--- src/hw/rtl/htfd_pkg.sv ---
// Shared types, constants and arithmetic helpers for the sensor frame decoder.
package htfd_pkg;

	localparam logic [7:0] CRC_POLY = 8'h31;
	localparam logic [7:0] CRC_INIT = 8'hFF;

	// Byte positions inside the six-byte frame
	localparam logic [2:0] POS_T_HI  = 3'd0;
	localparam logic [2:0] POS_T_LO  = 3'd1;
	localparam logic [2:0] POS_T_CRC = 3'd2;
	localparam logic [2:0] POS_H_HI  = 3'd3;
	localparam logic [2:0] POS_H_LO  = 3'd4;
	localparam logic [2:0] POS_H_CRC = 3'd5;

	localparam logic [14:0] T_SCALE    = 15'd17500;
	localparam logic [13:0] H_SCALE    = 14'd10000;
	localparam logic [14:0] T_OFFSET   = 15'd4500;
	localparam logic [15:0] FULL_SCALE = 16'hFFFF;

	localparam int DATA_W = 8;
	localparam int OUT_W  = 64;

	// Frame tracker to converter / top
	typedef struct packed {
		logic        last;   // this byte closes the frame
		logic        bad;    // checksum mismatch on either word
		logic [15:0] raw_t;
		logic [15:0] raw_h;
	} htfd_frame_t;

	typedef struct packed {
		logic               status;
		logic signed [14:0] temp_centi;
		logic [13:0]        hum_centi;
	} htfd_conv_t;

	// CRC-8, MSB first, one byte
	function automatic logic [7:0] crc8_byte(input logic [7:0] crc, input logic [7:0] b);
		logic [7:0] c;
		c = crc ^ b;
		for (int k = 0; k < 8; k++) begin
			c = c[7] ? ((c << 1) ^ CRC_POLY) : (c << 1);
		end
		return c;
	endfunction

	// floor(x / 65535) for x < 2^31: take x >> 16, remainder is lo + q0,
	// which stays below twice the divisor, so one correction step suffices.
	function automatic logic [15:0] div_full_scale(input logic [30:0] x);
		logic [14:0] q0;
		logic [16:0] rem;
		q0  = x[30:16];
		rem = {1'b0, x[15:0]} + {2'b00, q0};
		return {1'b0, q0} + {15'd0, (rem >= {1'b0, FULL_SCALE})};
	endfunction

endpackage

--- src/hw/rtl/humidity_temp_frame_decoder_top.sv ---
// Top level of the humidity / temperature sensor frame decoder.
//
// Channel   Dir  Handshake                 Contents
// s_axis    in   tvalid/tready             tdata: data_byte; tuser: frame_start
// m_axis    out  tvalid/tready             tdata: four result fields; tuser: status
//
// Each request goes into an input register, is consumed by the CRC/position
// tracker unless the output register stalls, and on the sixth byte the
// converted result is loaded into the output register. One byte per cycle
// is sustained while no stall holds the input. The arithmetic path (one
// constant multiply plus a one-step divide by 65535) sets the clock limit.
// arst_n clears position, CRC, valid flags. A stalled result holds the
// pipeline only while the output register is occupied and not taken.
module humidity_temp_frame_decoder_top import htfd_pkg::*; (
	input  logic              clk,
	input  logic              arst_n,
	input  logic              s_axis_tvalid,
	output logic              s_axis_tready,
	input  logic [DATA_W-1:0] s_axis_tdata,  // [7:0] data_byte
	input  logic              s_axis_tuser,  // [0] frame_start
	output logic              m_axis_tvalid,
	input  logic              m_axis_tready,
	// [14:0] temperature_centi, [28:15] humidity_centi,
	// [44:29] raw_temperature, [60:45] raw_humidity, [63:61] zero
	output logic [OUT_W-1:0]  m_axis_tdata,
	output logic              m_axis_tuser   // [0] status
);

	// input register
	logic        valid_s1;
	logic [7:0]  byte_s1;
	logic        start_s1;

	// output register
	logic        out_valid_q;
	htfd_conv_t  conv_q;
	logic [15:0] raw_t_q;
	logic [15:0] raw_h_q;

	logic        stall;
	logic        step;
	htfd_frame_t frame;
	htfd_conv_t  conv;

	// Output register busy and not drained: freeze everything behind it
	assign stall         = out_valid_q && !m_axis_tready;
	assign step          = valid_s1 && !stall;
	assign s_axis_tready = !valid_s1 || !stall;

	always_ff @(posedge clk or negedge arst_n) begin
		if (!arst_n) begin
			valid_s1 <= 1'b0;
		end else if (s_axis_tready) begin
			valid_s1 <= s_axis_tvalid;
		end
	end

	always_ff @(posedge clk) begin
		if (s_axis_tready && s_axis_tvalid) begin
			byte_s1  <= s_axis_tdata;
			start_s1 <= s_axis_tuser;
		end
	end

	htfd_frame_track u_track (
		.clk         (clk),
		.arst_n      (arst_n),
		.step        (step),
		.data_byte   (byte_s1),
		.frame_start (start_s1),
		.frame       (frame)
	);

	htfd_convert u_convert (
		.frame (frame),
		.conv  (conv)
	);

	always_ff @(posedge clk or negedge arst_n) begin
		if (!arst_n) begin
			out_valid_q <= 1'b0;
		end else if (!stall) begin
			out_valid_q <= step && frame.last;
		end
	end

	always_ff @(posedge clk) begin
		if (step && frame.last) begin
			conv_q  <= conv;
			raw_t_q <= frame.raw_t;
			raw_h_q <= frame.raw_h;
		end
	end

	assign m_axis_tvalid = out_valid_q;
	assign m_axis_tuser  = conv_q.status;
	assign m_axis_tdata  = {3'b000, raw_h_q, raw_t_q, conv_q.hum_centi, conv_q.temp_centi};

	// A result only appears after a request sat in the input register
	a_result_source: assert property (@(posedge clk) disable iff (!arst_n)
		$rose(m_axis_tvalid) |-> $past(valid_s1))
		else $error("result without a pending request");

	// Error results carry zero converted values
	a_error_zero: assert property (@(posedge clk) disable iff (!arst_n)
		(m_axis_tvalid && m_axis_tuser) |-> (m_axis_tdata[28:0] == 29'd0))
		else $error("converted fields nonzero on checksum error");

	// Good results stay within the sensor range
	a_good_range: assert property (@(posedge clk) disable iff (!arst_n)
		(m_axis_tvalid && !m_axis_tuser) |->
		($signed(m_axis_tdata[14:0]) >= -15'sd4500 &&
		 $signed(m_axis_tdata[14:0]) <= 15'sd13000 &&
		 m_axis_tdata[28:15] <= 14'd10000))
		else $error("converted value out of range");

	// Input side only backs up when both registers are occupied
	a_ready_low: assert property (@(posedge clk) disable iff (!arst_n)
		!s_axis_tready |-> (valid_s1 && out_valid_q && !m_axis_tready))
		else $error("input stalled without cause");

endmodule

--- src/hw/rtl/htfd_frame_track.sv ---
// Frame position, running CRC and raw word capture.
module htfd_frame_track import htfd_pkg::*; (
	input  logic        clk,
	input  logic        arst_n,
	input  logic        step,        // consume one byte
	input  logic [7:0]  data_byte,
	input  logic        frame_start,
	output htfd_frame_t frame
);

	logic [2:0]  pos_q;
	logic [7:0]  crc_q;
	logic [15:0] temp_word_q;
	logic [15:0] hum_word_q;
	logic        first_good_q;

	logic [2:0]  pos_eff;
	logic [7:0]  crc_seed;
	logic [7:0]  crc_next;

	assign pos_eff  = (frame_start || pos_q > POS_H_CRC) ? POS_T_HI : pos_q;
	assign crc_seed = (pos_eff == POS_T_HI || pos_eff == POS_H_HI) ? CRC_INIT : crc_q;
	assign crc_next = crc8_byte(crc_seed, data_byte);

	always_comb begin
		frame.last  = (pos_eff == POS_H_CRC);
		frame.bad   = !(first_good_q && data_byte == crc_q);
		frame.raw_t = temp_word_q;
		frame.raw_h = hum_word_q;
	end

	always_ff @(posedge clk or negedge arst_n) begin
		if (!arst_n) begin
			pos_q        <= POS_T_HI;
			crc_q        <= CRC_INIT;
			temp_word_q  <= '0;
			hum_word_q   <= '0;
			first_good_q <= 1'b0;
		end else if (step) begin
			unique case (pos_eff)
				POS_T_HI: begin
					crc_q       <= crc_next;
					temp_word_q <= {data_byte, 8'h00};
				end
				POS_T_LO: begin
					crc_q       <= crc_next;
					temp_word_q <= {temp_word_q[15:8], data_byte};
				end
				POS_T_CRC: begin
					first_good_q <= (data_byte == crc_q);
					crc_q        <= CRC_INIT;
				end
				POS_H_HI: begin
					crc_q      <= crc_next;
					hum_word_q <= {data_byte, 8'h00};
				end
				POS_H_LO: begin
					crc_q      <= crc_next;
					hum_word_q <= {hum_word_q[15:8], data_byte};
				end
				default: begin
					crc_q <= CRC_INIT;
				end
			endcase
			pos_q <= frame.last ? POS_T_HI : pos_eff + 3'd1;
		end
	end

endmodule

--- src/hw/rtl/htfd_convert.sv ---
// Raw word to engineering unit conversion.
module htfd_convert import htfd_pkg::*; (
	input  htfd_frame_t frame,
	output htfd_conv_t  conv
);

	logic [30:0] t_prod;
	logic [30:0] h_prod;
	logic [15:0] t_quot;
	logic [15:0] h_quot;

	assign t_prod = {15'd0, frame.raw_t} * {16'd0, T_SCALE};
	assign h_prod = {15'd0, frame.raw_h} * {17'd0, H_SCALE};
	assign t_quot = div_full_scale(t_prod);
	assign h_quot = div_full_scale(h_prod);

	always_comb begin
		conv.status = frame.bad;
		if (frame.bad) begin
			conv.temp_centi = '0;
			conv.hum_centi  = '0;
		end else begin
			conv.temp_centi = $signed(t_quot[14:0] - T_OFFSET);
			conv.hum_centi  = h_quot[13:0];
		end
	end

endmodule
--- config.mk ---
export PLATFORM = sky130hd
export DESIGN_NAME = humidity_temp_frame_decoder_top
export DESIGN_NICKNAME = d
export VERILOG_FILES = /design/src/hw/rtl/htfd_pkg.sv /design/src/hw/rtl/humidity_temp_frame_decoder_top.sv /design/src/hw/rtl/htfd_frame_track.sv /design/src/hw/rtl/htfd_convert.sv
export SDC_FILE = /design/constraint.sdc
export NUM_CORES = 1
export LEC_CHECK = 0
export BUFFER_PORTS_ARGS = -buffer_cell sky130_fd_sc_hd__buf_2
export CAP_MARGIN = 40
export CORE_ASPECT_RATIO = 1.4
export CORE_UTILIZATION = 57
export CTS_CLUSTER_DIAMETER = 120
export CTS_CLUSTER_SIZE = 16
export DETAILED_ROUTE_END_ITERATION = 8
export GPL_TIMING_DRIVEN = 0
export PLACE_DENSITY = 0.79
export SYNTH_ARGS = -nofsm -noshare
export SYNTH_HDL_FRONTEND = slang
export SYNTH_SLANG_ARGS = --single-unit
--- constraint.sdc ---
create_clock -name clk -period 7.9 [get_ports clk]
set_input_delay 1.58 -clock clk [delete_from_list [all_inputs] [get_ports clk]]
set_output_delay 1.58 -clock clk [all_outputs]
set_load 0.005 [all_outputs]
Word-level counts from Yosys, hierarchy flattened
Cells that the tools add are included.
{ "word_totals": {"reg_bits": 117, "latchBits": 0, "ramBits": 0, "mem_bits_ro": 0, "in_bits": 13, "output_inout_bits": 67, "elab_cells": 79, "mem_count": 0} }
{ "op_classes": {"n_addsub": 6, "n_mul": 2, "div": 0, "n_lt_le_gt_ge": 3, "eq_ne": 6, "shifts": 0, "muxes": 14, "n_bitwise": 11, "n_reduce_logical": 21} }
{ "ops": {"columns": ["cell", "count"], "rows": [
  ["one-hot mux 16 bit (2 select lines)", 2],
  ["2-to-1 mux 6 bit", 8],
  [">= comparator 17 x 16 -> 1 bit, second input constant", 2],
  ["multiplier 16 x 13 -> 29 bit, second input constant", 1],
  ["multiplier 16 x 10 -> 26 bit, second input constant", 1],
  ["inverter 3 bit", 8],
  ["adder 16 x 14 -> 17 bit", 1],
  ["adder 16 x 15 -> 17 bit", 1],
  ["2-to-1 mux 8 bit", 2],
  ["adder 15 x 1 -> 15 bit", 1],
  ["subtractor 15 x 13 -> 15 bit, second input constant", 1],
  ["adder 14 x 1 -> 14 bit", 1],
  ["equality test 8 bit", 1],
  ["bitwise XOR 8 bit", 1],
  ["equality test 3 x 2 -> 1 bit, second input constant", 2],
  ["equality test 3 bit, second input constant", 2],
  ["2-to-1 mux 3 bit", 2],
  ["AND reduction 2 bit", 3],
  ["AND reduction 3 bit", 2],
  ["logical AND 1 bit", 5],
  ["zero test 1 bit", 4],
  ["nonzero test 2 bit", 2],
  ["OR reduction 4 bit", 1],
  ["adder 3 x 1 -> 3 bit, second input constant", 1],
  ["other kinds (5)", 8]
]} }

Depth between registers and ports, before layout
Gate-level depths: netlist of the first run.
{ "logic_depth": {"word_depth": 24, "ltp_mapped": 37, "ltp_nobuf": 37} }

Modules after synthesis
A second synthesis of the first run with hierarchy kept.
{ "unflattened": {"hier_cells": 1245, "hier_area_um2": 12558.3} }
{ "modules_own_cells": {"columns": ["module", "n_inst", "cells_per_inst", "area_per_inst_um2", "seq_area_each_um2"], "rows": [
  ["htfd_convert", 1, 948, 7942.6, 0.0],
  ["htfd_frame_track", 1, 212, 2346.0, 1111.1],
  ["humidity_temp_frame_decoder_top", 1, 85, 2269.7, 2182.1]
]} }

Worst setup path before layout of the first run
Ideal clock, no wire load.
{ "synth_path": {"path_type": "register to register", "from": "register u_track.temp_word_q[12]", "to": "register conv_q, in the netlist m_axis_tdata[14], data pin", "setup_time_ps": 264, "arrival_ps": 8264, "required_time_ps": 7636, "path_slack_ps": -629, "stages_incl_launch_ff": 35, "n_path_buf": 0, "period_less_slack_ps": 8529, "cell_sequence": "dfrtp_1 > ha_1 > inv_1 > fa_1 > inv_1 > ha_1 > fa_1 > inv_1 > fa_1 > inv_1 > ha_1 > o211ai_1 > o21ai_0 > o311a_2 > o211ai_2 > mux2i_1 > a2111oi_2 > inv_1 > ha_1 > nor3_1 > or4b_2 > or4_1 > nor4_1 > nor4bb_1 > nand4_1 > nor4b_1 > a221o_2 > ha_1 > inv_1 > o221ai_1 > a221o_1 > a211oi_2 > o21ai_1 > or2_0 > a21oi_1"} }
{ "synth_via": {"elab_chain_cells": 5} }
{ "synth_lines": {"columns": ["item", "line_no", "text"], "rows": [
  ["start: declaration", "htfd_frame_track.sv:13", "logic [15:0] temp_word_q;"],
  ["start signal: assignment", "htfd_frame_track.sv:43", "temp_word_q <= {data_byte, 8'h00};"],
  ["start signal: assignment", "htfd_frame_track.sv:47", "temp_word_q <= {temp_word_q[15:8], data_byte};"],
  ["multiplier 16 x 13 -> 29 bit *", "htfd_convert.sv:12", "assign t_prod = {15'd0, frame.raw_t} * {16'd0, T_SCALE};"],
  ["adder 16 x 15 -> 17 bit", "htfd_pkg.sv:53", "rem = {1'b0, x[15:0]} + {2'b00, q0};"],
  [">= comparator 17 x 16 -> 1 bit", "htfd_pkg.sv:54", "return {1'b0, q0} + {15'd0, (rem >= {1'b0, FULL_SCALE})};"],
  ["adder 15 x 1 -> 15 bit *", "htfd_pkg.sv:54", null],
  ["subtractor 15 x 13 -> 15 bit *", "htfd_convert.sv:23", "conv.temp_centi = $signed(t_quot[14:0] - T_OFFSET);"],
  ["end signal: assignment", "humidity_temp_frame_decoder_top.sv:89", "conv_q <= conv;"],
  ["end: declaration", "humidity_temp_frame_decoder_top.sv:36", "htfd_conv_t conv_q;"]
]} }
Every way passes the cells marked *; elsewhere a longest branch is shown, timed or not.
A chain may end at the register's enable or synchronous reset.

Worst setup path in the final report of the first run
{ "layout_path": {"from": "register u_track.temp_word_q[10]", "to": "register conv_q, in the netlist m_axis_tdata[14], data pin"} }
Same word-level chain as after synthesis.

==> flow_summary.yaml, run 1 <==
hold_path:
  hold_depth: 2
  hp-class: "reg2reg"
  whs_endpoint: "u_track.crc_q[0]"
  hold_path_startpoint: "u_track.crc_q[0]"
placement:
  routabilityCongestion: 0.927
  dp_hpwl_um: 22100
  dp_cells: 1609
  io_buffers: 76
die:
  io_pins: 80
  initial_core_util_pct: 57.9
  die_w_um: 126
  die_h_um: 175
  coreArea_mm2: 0.0211
  rows: 63
  die-area_mm2: 0.0220
worst_setup_path:
  slowest_stage: "or4_4"
  rrSetupSlack_ns: -0.38
  crit_top_cell: "ha_4"
  worstPathArrival_ns: 8.43
  critPathMaxFanout: 6
  end_kind: "flop"
  reg2reg_depth: 37
  worstReg2RegEnd: "m_axis_tdata[14]"
  max_stage_delay_ns: 0.54
  worstPathRequired_ns: 8.06
  r2r_start: "u_track.temp_word_q[10]"
  critPathLaunchType: "flop"
  critPathKind: "reg2reg"
yosys:
  syn-mean-instance-area_um2: 9.64
  synth-seq-cells: 117
  synth_area_mm2: 0.0122
  synthXorXnorAreaFrac_pct: 6.31
  synthFlopType: "edfxtp_1"
  synthAdderAreaFrac_pct: 33.5
  synth_top_family_by_area: "adder cells"
  synth-simple-area-share_pct: 10.9
  syn_inst: 1268
  synth_cell_types: 86
  yosysWarnings: 0
  synth_edf_count: 71
  ys_seq_area_share_pct: 26.9
  synth_mux_area_share_pct: 1.26
  synth_compound_area_share_pct: 12.4
  async_flop_share_pct: 39.3
sta:
  fmax_mhz: 121
  rsz0062_at_grt: "true"
  finalHoldViolations: 0
  setup_slack_ns: -0.376
  fin_crit_sh_pct: 105
  worst_pin_slew_ns: 0.941
  finalCriticalPeriod_ns: 8.28
  drv_slew: 0
  fin_skew_ns: 0.0121
  setup_viol: 10
  tns_ns: -2.69
  slew_headroom_pct: 36.8
drt:
  viasPerCell: 5.84
  num_vias: 10100
  firstDrtPassIters: 5
  wl_per_cell_um: 18.6
  antenna_left: 0
  drt_iter0_drc: 512
  wirelength_um: 32200
  drc_errors: 0
clocking:
  numCtsBuffers: 17
  htree_levels: 4
  cts_root_buf: "clkbuf_16"
  clock_sinks: 117
  cts_tree: "yes"
  cts_hold_buf: 0
  clkLatencyLatePin_ns: 0.43
  clock_path_buffers: 2
  path_clk_slew_ns: 0.06
cells_and_area:
  layout.cells.most_common: "inv_1"
  seqCellArea_mm2: 0.00332
  drive_above_1_share_pct: 28.6
  nFillCells: 1372
  diodes: 0
  nets: 1749
  fin_cells: 1731
  multi_input_area_mm2: 0.00902
  final_cell_mix: "inv_1 (233), ha_1 (154), buf_4 (93)"
  syn_to_final_growth_pct: 27.0
grt:
  grt_overflow: 0
  grt_pass1_wl_um: 48400
  grt_pass1_vias: 10100
  grt_max_degree: 47
  antenna_found_initial: 0
  grt.total_usage_pct: 28.5
status:
  violations: "negative setup slack"
  status: "complete, but fails checks"
job:
  cap_violations: 0
-- routing by layer --
layer / wire length, µm / share of wire (%) / vias to the layer above / GRT usage (%)
li1: - / - / 4671 / -
met1: 11400 / 35 / 4958 / 28.3
met2: 17400 / 54 / 323 / 53.9
met3: 1160 / 3.6 / 150 / 4.48
met4: 2250 / 7.0 / 0 / 19.5
met5: 0 / 0 / - / 0
-- worst max-delay path by stage --
stage / startpoint / to / slack (ns) / depth (start not counted)
floorplan: u_track.temp_word_q[8] / m_axis_tdata[14] / 0.002 / 32
finish: u_track.temp_word_q[10] / m_axis_tdata[14] / -0.38 / 37
detailed placement: u_track.hum_word_q[8] / m_axis_tdata[25] / -1.15 / 31
global route: u_track.temp_word_q[12] / m_axis_tdata[14] / -0.58 / 35
global placement: u_track.hum_word_q[8] / m_axis_tdata[25] / -1.05 / 31
CTS: u_track.temp_word_q[11] / m_axis_tdata[14] / -0.31 / 36
-- cells by family after synthesis --
family / count (synthesis)
adder cells (fa/ha/maj): 278
buffers and inverters: 278
AND/OR/NAND/NOR: 263
AO/OA/AOI/OAI: 229
flip-flops: 117
XOR/XNOR: 88
multiplexers: 14
other: 1
-- timing repair --
item,4_1_cts,5_1_grt
setup endpoints to repair,29,29
pin swaps,64,67
setup buffers,71,24
gates resized for setup,102,90
endpoints found under the hold margin,0,0
-- cell type report --
| type | count | area share [%] |
|---|---|---|
| tap | 260 | 2.10 |
| buffer | 20 | 0.653 |
| inverter | 253 | 6.16 |
| sequential | 117 | 21.4 |
| clock buffer | 18 | 2.83 |
| clock inverter | 14 | 1.11 |
| timing repair buffer | 174 | 7.63 |
| multi-input combinational | 875 | 58.1 |
-- stage by stage --
step	util, %	area [µm²]	worst slack (ns)	hold WS [ns]
detailed placement	62.5	13200	-1.15	0.513
global placement	62.2	13100	-1.05	0.504
global route	73.5	15500	-0.581	0.531
finish	73.5	15500	-0.376	0.525
floorplan	-	12400	0.00222	0.481
CTS	70.4	14900	-0.307	0.522
-- Yosys cell counts, drive strengths merged, types with 6 or more instances --
master / n / area, µm²
a2111oi: 6 / 83.8
o21a: 6 / 45.0
clkbuf: 19 / 71.3
o31ai: 7 / 52.6
nand4: 8 / 50.1
nor3: 15 / 75.1
and2: 14 / 91.3
nand2: 63 / 236
nand3: 21 / 105
and3: 9 / 56.3
nor2: 69 / 259
edfxtp: 71 / 2130
a21o: 10 / 77.6
dfstp: 8 / 210
xnor2: 61 / 534
nor2b: 11 / 68.8
nor4: 6 / 43.8
ha: 196 / 2450
xor2: 27 / 236
fa: 82 / 1640
inv: 253 / 950
nand2b: 9 / 56.3
mux2: 11 / 124
o21ai: 63 / 319
a211oi: 6 / 55.1
a21oi: 76 / 384
or3: 11 / 73.8
buf: 6 / 40.0
dfrtp: 38 / 951
-- sequential cells by signal, indices dropped and copies added (netlist names) --
name and flops:
m_axis_tdata 29, start_s1 1, u_track.pos_q 3, u_track.crc_q 8
m_axis_tuser 1, u_track.temp_word_q 16, raw_t_q 16, u_track.first_good_q 1
u_track.hum_word_q 16, m_axis_tvalid 1, raw_h_q 16, valid_s1 1
byte_s1 8
-- critical path: cells and delay by family, from the launching register on --
family | cells | cell delay (ns)
AOI/OAI and AO/OA | 11 | 1.92
xor gates and xnor gates | 1 | 0.19
adders and majority gates | 8 | 2.66
buffers and inverters | 8 | 0.58
DFF | 1 | 0.48
and+or+nand+nor | 9 | 2.18
Power of run 1 is left out: the tool's default activity adds up to more than one toggle a clock period on the data nets, which glitch-free logic cannot reach.
==> run 2: changes to the inputs <==
--- a/config.mk
+++ b/config.mk
@@ -8,12 +8,12 @@
 export BUFFER_PORTS_ARGS = -buffer_cell sky130_fd_sc_hd__buf_2
 export CAP_MARGIN = 40
 export CORE_ASPECT_RATIO = 1.4
-export CORE_UTILIZATION = 57
+export CORE_UTILIZATION = 63
 export CTS_CLUSTER_DIAMETER = 120
 export CTS_CLUSTER_SIZE = 16
 export DETAILED_ROUTE_END_ITERATION = 8
 export GPL_TIMING_DRIVEN = 0
-export PLACE_DENSITY = 0.79
+export PLACE_DENSITY = 0.82
 export SYNTH_ARGS = -nofsm -noshare
 export SYNTH_HDL_FRONTEND = slang
 export SYNTH_SLANG_ARGS = --single-unit
==> constraint.sdc (replaced) <==
create_clock -name clk -period 9.01 [get_ports clk]
set_input_delay 1.802 -clock clk [delete_from_list [all_inputs] [get_ports clk]]
set_output_delay 1.802 -clock clk [all_outputs]
set_load 0.005 [all_outputs]
==> run 2 against run 1 <==
Effect of this change: the run now ends clean; highest routed layer unchanged; first-iteration DRC count up 13%; cell count is 4.5% lower; clock-buffer cell count down 1; via count fell by 1.8%; clock skew about the same; critical path type unchanged; cell area decreased by 9.4%; worst setup slack better by 0.65 ns; register-to-register slack improved by 0.65 ns.
==> flow_summary.yaml, run 2 (synthesized netlist as in run 1, its figures left out) <==
clocking:
  path_clk_slew_ns: 0.07
  cts_hold_buf: 0
  clock_path_buffers: 2
  cts_root_buf: "clkbuf_16"
  htree_levels: 4
  clkLatencyLatePin_ns: 0.44
  cts_tree: "yes"
  clock_sinks: 117
  numCtsBuffers: 17
sta:
  setup_viol: 0
  finalHoldViolations: 0
  fmax_mhz: 114
  finalCriticalPeriod_ns: 8.74
  worst_pin_slew_ns: 0.692
  fin_crit_sh_pct: 97.0
  fin_skew_ns: 0.0123
  slew_headroom_pct: 53.9
  hold_slack_ns: 0.541
  rsz0062_at_grt: "true"
  setup_slack_ns: 0.274
  drv_slew: 0
die:
  coreArea_mm2: 0.0188
  initial_core_util_pct: 64.9
  die-area_mm2: 0.0200
  io_pins: 80
  die_w_um: 120
  rows: 59
  die_h_um: 167
cells_and_area:
  drive_above_1_share_pct: 17.6
  nets: 1687
  syn_to_final_growth_pct: 15.1
  largest_reg_flops: 29
  seqCellArea_mm2: 0.00331
  multi_input_area_mm2: 0.00817
  regMostFlops: "m_axis_tdata"
  fin_cells: 1653
  diodes: 0
  nFillCells: 1246
  layout.cells.most_common: "inv_1"
  final_cell_mix: "inv_1 (252), ha_1 (189), fa_1 (82)"
placement:
  pre_cts_ws_ns: -0.678
  io_buffers: 76
  dp_cells: 1593
  routabilityCongestion: 0.912
  dp_hpwl_um: 22400
drt:
  antenna_left: 0
  num_vias: 9916
  drt_iter0_drc: 576
  wl_per_cell_um: 18.8
  viasPerCell: 6.00
  wirelength_um: 31100
  firstDrtPassIters: 5
  drc_errors: 0
worst_setup_path:
  crit_top_cell: "ha_1"
  cp_top_family: "adder cells"
  slowest_stage: "or4b_2"
  critPathMaxFanout: 7
  crit_buf_inv: 4
  critPathKind: "reg2reg"
  worstPathRequired_ns: 9.18
  worstPathArrival_ns: 8.90
  critPathLaunchType: "flop"
  max_stage_delay_ns: 0.61
  end_kind: "flop"
grt:
  grt_pass1_vias: 10100
  antenna_found_initial: 0
  grt_max_degree: 37
  grt_pass1_wl_um: 48500
  grt.total_usage_pct: 31.6
  grt_overflow: 0
status:
  status: "finished clean"
hold_path:
  hp-class: "reg2reg"
job:
  cap_violations: 0
## run 2: cell types whose count changed in the layout (fill, tap and decap cells not counted), moves of 11 or more
cell     previous run  this run
ha_1              154       189
dfrtp_1            13        24
ha_4               40         4
dfrtp_2            25        14
inv_2              18         1
buf_4              93        34
inv_1             233       252
## run 2: final timing paths
kind,slack (ns),to,from,cells past startpoint
min in group asynchronous,1.31,u_track.pos_q[0],arst_n,1
hold reg to reg,0.54,u_track.crc_q[2],u_track.crc_q[2],2
setup reg to reg,0.27,m_axis_tdata[14],u_track.temp_word_q[6],33
hold / removal,0.54,u_track.crc_q[2],u_track.crc_q[2],2
setup / recovery,0.27,m_axis_tdata[14],u_track.temp_word_q[6],33
max in group asynchronous,7.12,u_track.crc_q[4],arst_n,2
## run 2: final cells by class
type                            count  area share [%]
Multi-Input combinational cell    875            58.0
Sequential cell                   117            23.5
Inverter                          253            6.75
Timing Repair Buffer              107            4.52
Clock buffer                       17            3.02
Tap cell                          244            2.17
Clock inverter                     15            1.13
Buffer                             25           0.827
## run 2: repair_timing
item / CTS / global route
endpoints found under the setup margin: 23 / 26
resized for setup: 25 / 47
pin swaps: 6 / 25
buffers inserted: 10 / 18
## run 2: worst min-delay path: cells and delay by family, from the launching register on
kind / cells / cell delay, ns
flip-flops: 1 / 0.39
AND/OR/NAND/NOR: 1 / 0.10
AO/OA/AOI/OAI: 1 / 0.05
## run 2: per-layer routing
layer  wire, µm  vias to the layer above  track usage, %
li1           -                     4535               -
met1      10600                     4754            31.3
met2      16600                      433            58.4
met3       1360                      194            5.48
met4       2620                        0            23.0
met5          0                        -               0
## run 2: through the flow
step                      util (%)  area (µm²)  setup TNS, ns
after detailed placement      68.9       13000          -4.16
after global routing          74.7       14100        -0.0638
after CTS                     72.8       13700              0
after global placement        68.6       12900          -3.23
after floorplan                  -       12200              0
final                         74.7       14100              0
Power of run 2 is left out for the same reason.
==> run 3: changes to the inputs <==
==> constraint.sdc (replaced) <==
create_clock -name clk -period 9.7 [get_ports clk]
set_input_delay 1.94 -clock clk [delete_from_list [all_inputs] [get_ports clk]]
set_output_delay 1.94 -clock clk [all_outputs]
set_load 0.005 [all_outputs]
==> run 3 against run 2 <==
Effect of this change: the run now ends with design-rule violations left; clock skew up 0.00097 ns; global-route usage shrank 1.1 points; clock-buffer cell count unchanged; register-to-register slack improved by 0.06 ns; utilization fell by 2.3 points; worst hold slack better by 0.0013 ns; via count down 3.4%; first-iteration DRC count down 6.4%; cell area down 3.1%; routed wire length fell by 6.3%; critical path type unchanged.
==> flow_summary.yaml, run 3 (synthesized netlist as in run 1, its figures left out) <==
status:
  status: "complete, but fails checks"
  violations: "design-rule violations"
sta:
  fin_crit_sh_pct: 96.5
  fin_skew_ns: 0.0132
  worst_pin_slew_ns: 0.661
  slew_headroom_pct: 55.8
  setup_slack_ns: 0.338
  setup_viol: 0
  fmax_mhz: 107
  drv_slew: 0
  finalHoldViolations: 0
  finalCriticalPeriod_ns: 9.36
grt:
  grt_max_degree: 37
  grt.total_usage_pct: 30.5
  grt_pass1_wl_um: 47100
  grt_overflow: 0
  antenna_found_initial: 0
  grt_pass1_vias: 9986
drt:
  firstDrtPassIters: 7
  num_vias: 9580
  wirelength_um: 29100
  viasPerCell: 5.88
  drc_errors: 1
  antenna_left: 0
  drt_iter0_drc: 539
  wl_per_cell_um: 17.9
die:
  initial_core_util_pct: 64.9
  die_h_um: 167
  die_w_um: 120
  rows: 59
  die-area_mm2: 0.0200
  coreArea_mm2: 0.0188
  io_pins: 80
clocking:
  htree_levels: 4
  path_clk_slew_ns: 0.06
  cts_hold_buf: 0
  clock_sinks: 117
  clkLatencyLatePin_ns: 0.43
  cts_root_buf: "clkbuf_16"
  clock_path_buffers: 2
  cts_tree: "yes"
  numCtsBuffers: 17
worst_setup_path:
  critPathMaxFanout: 7
  crit_top_cell: "inv_1"
  slowest_stage: "or4b_2"
  critPathKind: "reg2reg"
  end_kind: "flop"
  critPathLaunchType: "flop"
  worstPathRequired_ns: 9.87
  worstPathArrival_ns: 9.53
  max_stage_delay_ns: 0.62
placement:
  routabilityCongestion: 0.912
  pre_cts_ws_ns: 0.0121
  dp_hpwl_um: 22400
  place_area_mm2: 0.0130
  io_buffers: 76
cells_and_area:
  regMostFlops: "m_axis_tdata"
  diodes: 0
  final_cell_mix: "inv_1 (253), ha_1 (196), fa_1 (82)"
  syn_to_final_growth_pct: 11.5
  largest_reg_flops: 29
  layout.cells.most_common: "inv_1"
  drive_above_1_share_pct: 13.1
  nets: 1663
  stdcell_area_mm2: 0.0136
hold_path:
  hp-class: "reg2reg"
job:
  cap_violations: 0
==> run 3: changes by cell type in the layout (fill, tap and decap cells not counted), moves of 3 or more <==
cell / previous run / this run
a21oi_2: 11 / 3
o21ai_2: 5 / 2
ha_4: 4 / 0
a21oi_1: 63 / 73
dfrtp_1: 24 / 34
buf_4: 34 / 8
ha_1: 189 / 196
ha_2: 3 / 0
dfrtp_2: 14 / 4
==> run 3: final timing paths <==
| check | slack [ns] | startpoint | cells after the start | endpoint |
|---|---|---|---|---|
| max | 0.34 | u_track.temp_word_q[10] | 35 | m_axis_tdata[14] |
| min | 0.54 | u_track.crc_q[3] | 2 | u_track.crc_q[3] |
| max reg2reg | 0.34 | u_track.temp_word_q[10] | 35 | m_axis_tdata[14] |
| min reg2reg | 0.54 | u_track.crc_q[3] | 2 | u_track.crc_q[3] |
| max in group asynchronous | 7.67 | arst_n | 2 | u_track.crc_q[4] |
| min in group asynchronous | 1.45 | arst_n | 1 | u_track.pos_q[0] |
==> run 3: per-stage QoR <==
| step | hold slack [ns] | TNS, ns | std cells | util (%) |
|---|---|---|---|---|
| floorplan | 0.481 | 0 | 1270 | - |
| global placement | 0.507 | 0 | 1590 | 68.6 |
| detailed placement | 0.528 | 0 | 1593 | 68.9 |
| CTS | 0.537 | 0 | 1627 | 72.1 |
| global route | 0.571 | -0.0219 | 1629 | 72.4 |
| finish | 0.542 | 0 | 1629 | 72.4 |
==> run 3: layout make-up <==
type                            instances  area, µm²
Buffer                                 25        111
Clock buffer                           17        425
Clock inverter                         15        159
Fill cell                            1332       5190
Inverter                              253        950
Multi-Input combinational cell        875       7930
Sequential cell                       117       3300
Tap cell                              244        305
Timing Repair Buffer                   83        455
==> run 3: layer usage <==
metal,GRT usage (%),part of all wire [%]
met1,30.1,35
met5,0,0
met3,4.28,3.4
met2,57.2,55
met4,21.9,7.1
==> run 3: critical path: cells and delay by family, from the launching register on <==
| family | cells | cell delay, ns |
|---|---|---|
| simple gates | 7 | 2.03 |
| mux | 1 | 0.13 |
| fa+ha+maj | 8 | 2.96 |
| flops | 1 | 0.55 |
| buf+inv | 7 | 0.56 |
| compound gates | 12 | 2.85 |
==> run 3: repair_timing <==
item | CTS | global route
pin swaps | 1 | 2
setup buffers | 2 | 2
endpoints found under the hold margin | 0 | 0
resized for setup | 1 | 16
endpoints found under the setup margin | 1 | 14
Power of run 3 is left out for the same reason.
